--- src/rtl/sfc_pkg.sv ---
package sfc_pkg;

  localparam int FRAME_BYTES = 39;
  localparam int STORE_DEPTH = 18;
  localparam int RAW_WORDS   = (FRAME_BYTES - 3) / 2;
  localparam int WORD_COUNT  = (RAW_WORDS < STORE_DEPTH) ? RAW_WORDS : STORE_DEPTH;

  localparam int BYTE_W = 8;
  localparam int WORD_W = 16;
  localparam int IDX_W  = 5;
  localparam int POS_W  = 6;
  localparam int CODE_W = 2;

  localparam logic [POS_W-1:0]  LAST_POS   = POS_W'(FRAME_BYTES - 1);
  localparam logic [IDX_W-1:0]  LAST_IDX   = IDX_W'(WORD_COUNT - 1);
  localparam logic [IDX_W-1:0]  STORE_LIM  = IDX_W'(STORE_DEPTH);
  localparam logic [BYTE_W-1:0] HEAD_BYTE0 = 8'hFF;
  localparam logic [BYTE_W-1:0] HEAD_BYTE1 = 8'hFA;

  localparam int FAN_BIT       = 3;
  localparam int FAN_SPEED_BIT = 2;

  localparam logic [CODE_W-1:0] ST_OK         = 2'd0;
  localparam logic [CODE_W-1:0] ST_BAD_HEADER = 2'd1;
  localparam logic [CODE_W-1:0] ST_BAD_SUM    = 2'd2;

  typedef struct packed {
    logic              shift;
    logic [WORD_W-1:0] word;
  } chain_ctl_t;

endpackage

--- src/rtl/sfc_cell.sv ---
module sfc_cell
  import sfc_pkg::*;
(
  input  logic              clk,
  input  logic              shift,
  input  logic [WORD_W-1:0] d,
  output logic [WORD_W-1:0] q
);

  logic [WORD_W-1:0] word_r;

  always_ff @(posedge clk) begin
    if (shift) begin
      word_r <= d;
    end
  end

  assign q = word_r;

endmodule

--- src/rtl/sfc_chain.sv ---
module sfc_chain
  import sfc_pkg::*;
(
  input  logic              clk,
  input  chain_ctl_t        ctl,
  output logic [WORD_W-1:0] head
);

  logic [WORD_W-1:0] q [WORD_COUNT];

  // words enter at the tail and move one cell toward the head per shift
  for (genvar i = 0; i < WORD_COUNT; i++) begin : g_cell
    logic [WORD_W-1:0] d;
    if (i == WORD_COUNT - 1) begin : g_tail
      assign d = ctl.word;
    end else begin : g_mid
      assign d = q[i+1];
    end
    sfc_cell u_cell (
      .clk   (clk),
      .shift (ctl.shift),
      .d     (d),
      .q     (q[i])
    );
  end

  assign head = q[0];

endmodule

--- config.mk ---
export PLATFORM = sky130hd
export DESIGN_NAME = sfc_chain
export DESIGN_NICKNAME = d
export VERILOG_FILES = /design/src/rtl/sfc_pkg.sv /design/src/rtl/sfc_cell.sv /design/src/rtl/sfc_chain.sv
export SDC_FILE = /design/constraint.sdc
export NUM_CORES = 1
export LEC_CHECK = 0
export ABC_AREA = 0
export BUFFER_PORTS_ARGS = -buffer_cell sky130_fd_sc_hd__buf_2
export CORE_ASPECT_RATIO = 0.5
export CORE_MARGIN = 2
export CORE_UTILIZATION = 54
export CTS_CLUSTER_DIAMETER = 200
export DETAILED_ROUTE_END_ITERATION = 6
export PLACE_DENSITY = 0.74
export RECOVER_POWER = 50
export SETUP_SLACK_MARGIN = 0.02
export SYNTH_ARGS = -nofsm -noshare
export SYNTH_HDL_FRONTEND = slang
export SYNTH_SLANG_ARGS = --single-unit
--- constraint.sdc ---
create_clock -name clk -period 0.8 [get_ports clk]
set_input_delay 0.08 -clock clk [delete_from_list [all_inputs] [get_ports clk]]
set_output_delay 0.08 -clock clk [all_outputs]
set_load 0.03 [all_outputs]
==> flow_summary.yaml <==
hold_path:
  hp-class: "primary input to flip-flop"
  min-delay-start: "ctl[15]"
clock_tree:
  clk_path_buf_depth: 3
  path_clk_slew_ns: 0.07
  post_cts.repair.setup_buffers: 0
  cts_buffers: 23
  cts_tree: "yes"
  cts.sinks: 288
  clock_latency_ns: 0.49
  root_buffer: "clkbuf_16"
  h-tree-depth: 1
critical_path:
  slowest_delay_ns: 0.38
  cpMaxStageDelayCell: "edfxtp_1"
  crit_type: "flip-flop to output port"
  crit_fanout: 1
  crit_family: "flip-flops"
  worstPathCellList: "buf_6"
  setup.worst_path.start_class: "flip-flop"
  path_buf_inv: 1
  arrival_ns: 1.03
  end_kind: "output port"
  cp-startpoint: "g_cell[0].u_cell.q[5]$_DFFE_PP_"
  timing.rr.start: "g_cell[7].u_cell.q[14]$_DFFE_PP_"
  cp.required_ns: 0.72
final_layout:
  drive_above_1_share: 0.1918
  largest_reg_flops: 288
  syn_to_final_growth_pct: 16.75
  nNetsFinal: 395
  antenna_cells: 0
  num-multi-input-gates: 0
  multiInputGateArea_sq_um: 0
detailed_routing:
  drc_errors: 0
  drt-pass1-iter-count: 4
  drtIter0Drc: 207
  wirelength_um: 8192
  wl_per_cell_um: 13.77
  vias: 2775
  vias_per_cell: 4.664
  ant_nets: 0
timing:
  finalCriticalPeriod_ns: 1.110
  hold_slack_ns: 0.2936
  hold_viol: 0
  drv_slew: 0
  finalSetupTns_ns: -5.185
  skew_ns: 0.009093
  worstMarginPinSlew_ns: 0.4220
  setup_viol: 18
  slew_headroom: 0.7187
  setup_ws_ns: -0.3104
  fmax_mhz: 900.5
  min_period_over_period: 1.388
  rsz0062_at_grt: "yes"
die:
  ios: 34
  die_area_sq_um: 17110
  core_area_sq_um: 15530
  die_y_um: 93.49
  die_w_um: 183.0
  start_util: 0.5567
  rows: 32
global_route:
  busiest_layer: "met2"
  grt_pass1_wl_um: 13090
  track_usage: 0.09968
  gr-total-overflow: 0
  grt_max_degree: 51
  antenna_found_initial: 0
  grt_pass1_vias: 2837
  grt_util_met2: 0.1664
  grt_use_met3: 0.03076
  use_met1: 0.1250
synthesis:
  synthFlopType: "edfxtp_1"
  ys_ff_latch: 288
  yosys.area.top_type: "edfxtp_1"
  synth_area_leaders: "edfxtp_1 100%"
  synth-edff-count: 288
  synthTopCellsByCount: "288 x edfxtp_1"
  synth_seq_area_share: 1.000
  yosysTopAreaCellShare: 1.000
  yosysMostFrequentCell: "edfxtp_1"
  synth_cells: 288
  async_reset_ff_frac: 0
  ys_warn_count: 0
  avgSynthCellArea_sq_um: 30.03
  netlist_area_sq_um: 8648
  syn_nets: 306
  ys_types: 1
placement:
  gp_congestion: 0.6030
  io_buffers: 33
pwr:
  power.density_nw_per_um2: 2824
  vdd_drop_max_mv: 1.835
  p_leak_uw: 0.003445
run:
  drv_cap: 0
status:
  status: "complete, but fails checks"
  violations: "setup timing"
## what timing repair did
action / 4_1_cts / 5_1_grt
endpoints found under the setup margin: 16 / 18
endpoints found under the hold margin: 18 / 2
hold buffers: 17 / 1
resized for setup: 32 / 0
## metal layers
| metal | share of wire | up-vias |
|---|---|---|
| li1 | - | 1353 |
| met5 | 0 | - |
| met3 | 0.044 | 17 |
| met4 | 0.022 | 0 |
| met1 | 0.43 | 1348 |
| met2 | 0.50 | 57 |
## kinds of logic after synthesis
group  after synthesis  synth area share
DFF                288             1.000
## worst paths after layout
check                                                    endpoint  slack, ns  depth (start not counted)
worst max-delay path                                      head[5]      -0.31                          1
worst min-delay path            g_cell[17].u_cell.q[15]$_DFFE_PP_       0.29                          2
worst max register to register   g_cell[6].u_cell.q[14]$_DFFE_PP_       0.16                          0
worst min register to register    g_cell[9].u_cell.q[6]$_DFFE_PP_       0.41                          0
## per-stage QoR
step / instances / total power, uW / area, sq um / util / setup slack, ns
floorplan: 288 / 18140 / 8648 / - / 0.2112
global placement: 539 / 18540 / 9221 / 0.5936 / -0.05947
detailed placement: 539 / 18640 / 9221 / 0.5936 / -0.08932
CTS: 595 / 28950 / 10160 / 0.6540 / -0.3375
global route: 595 / 29640 / 10100 / 0.6500 / -0.3583
finish: 595 / 28520 / 10100 / 0.6500 / -0.3104
## power breakdown
group	internal, uW	switching [uW]
registers	17600	202
logic	192	392
clock network	5610	4530
total	23400	5120
## final cells by class
cell class            instances  area, sq um
clock inverter                9        66.31
fill                        998         5438
timing repair buffer         64        525.5
sequential                  288         8648
clock buffer                 30        601.8
tap                         204        255.2
## placed cells by master (no fill, tap or decap)
cell	count
dlygate4sd3_1	17
clkinv_1	3
clkinv_2	5
clkbuf_2	9
clkbuf_16	23
edfxtp_1	288
buf_2	18
clkbuf_1	8
buf_6	18
bufinv_16	1
clkbuf_8	1
(Power assumes the default switching activity.)
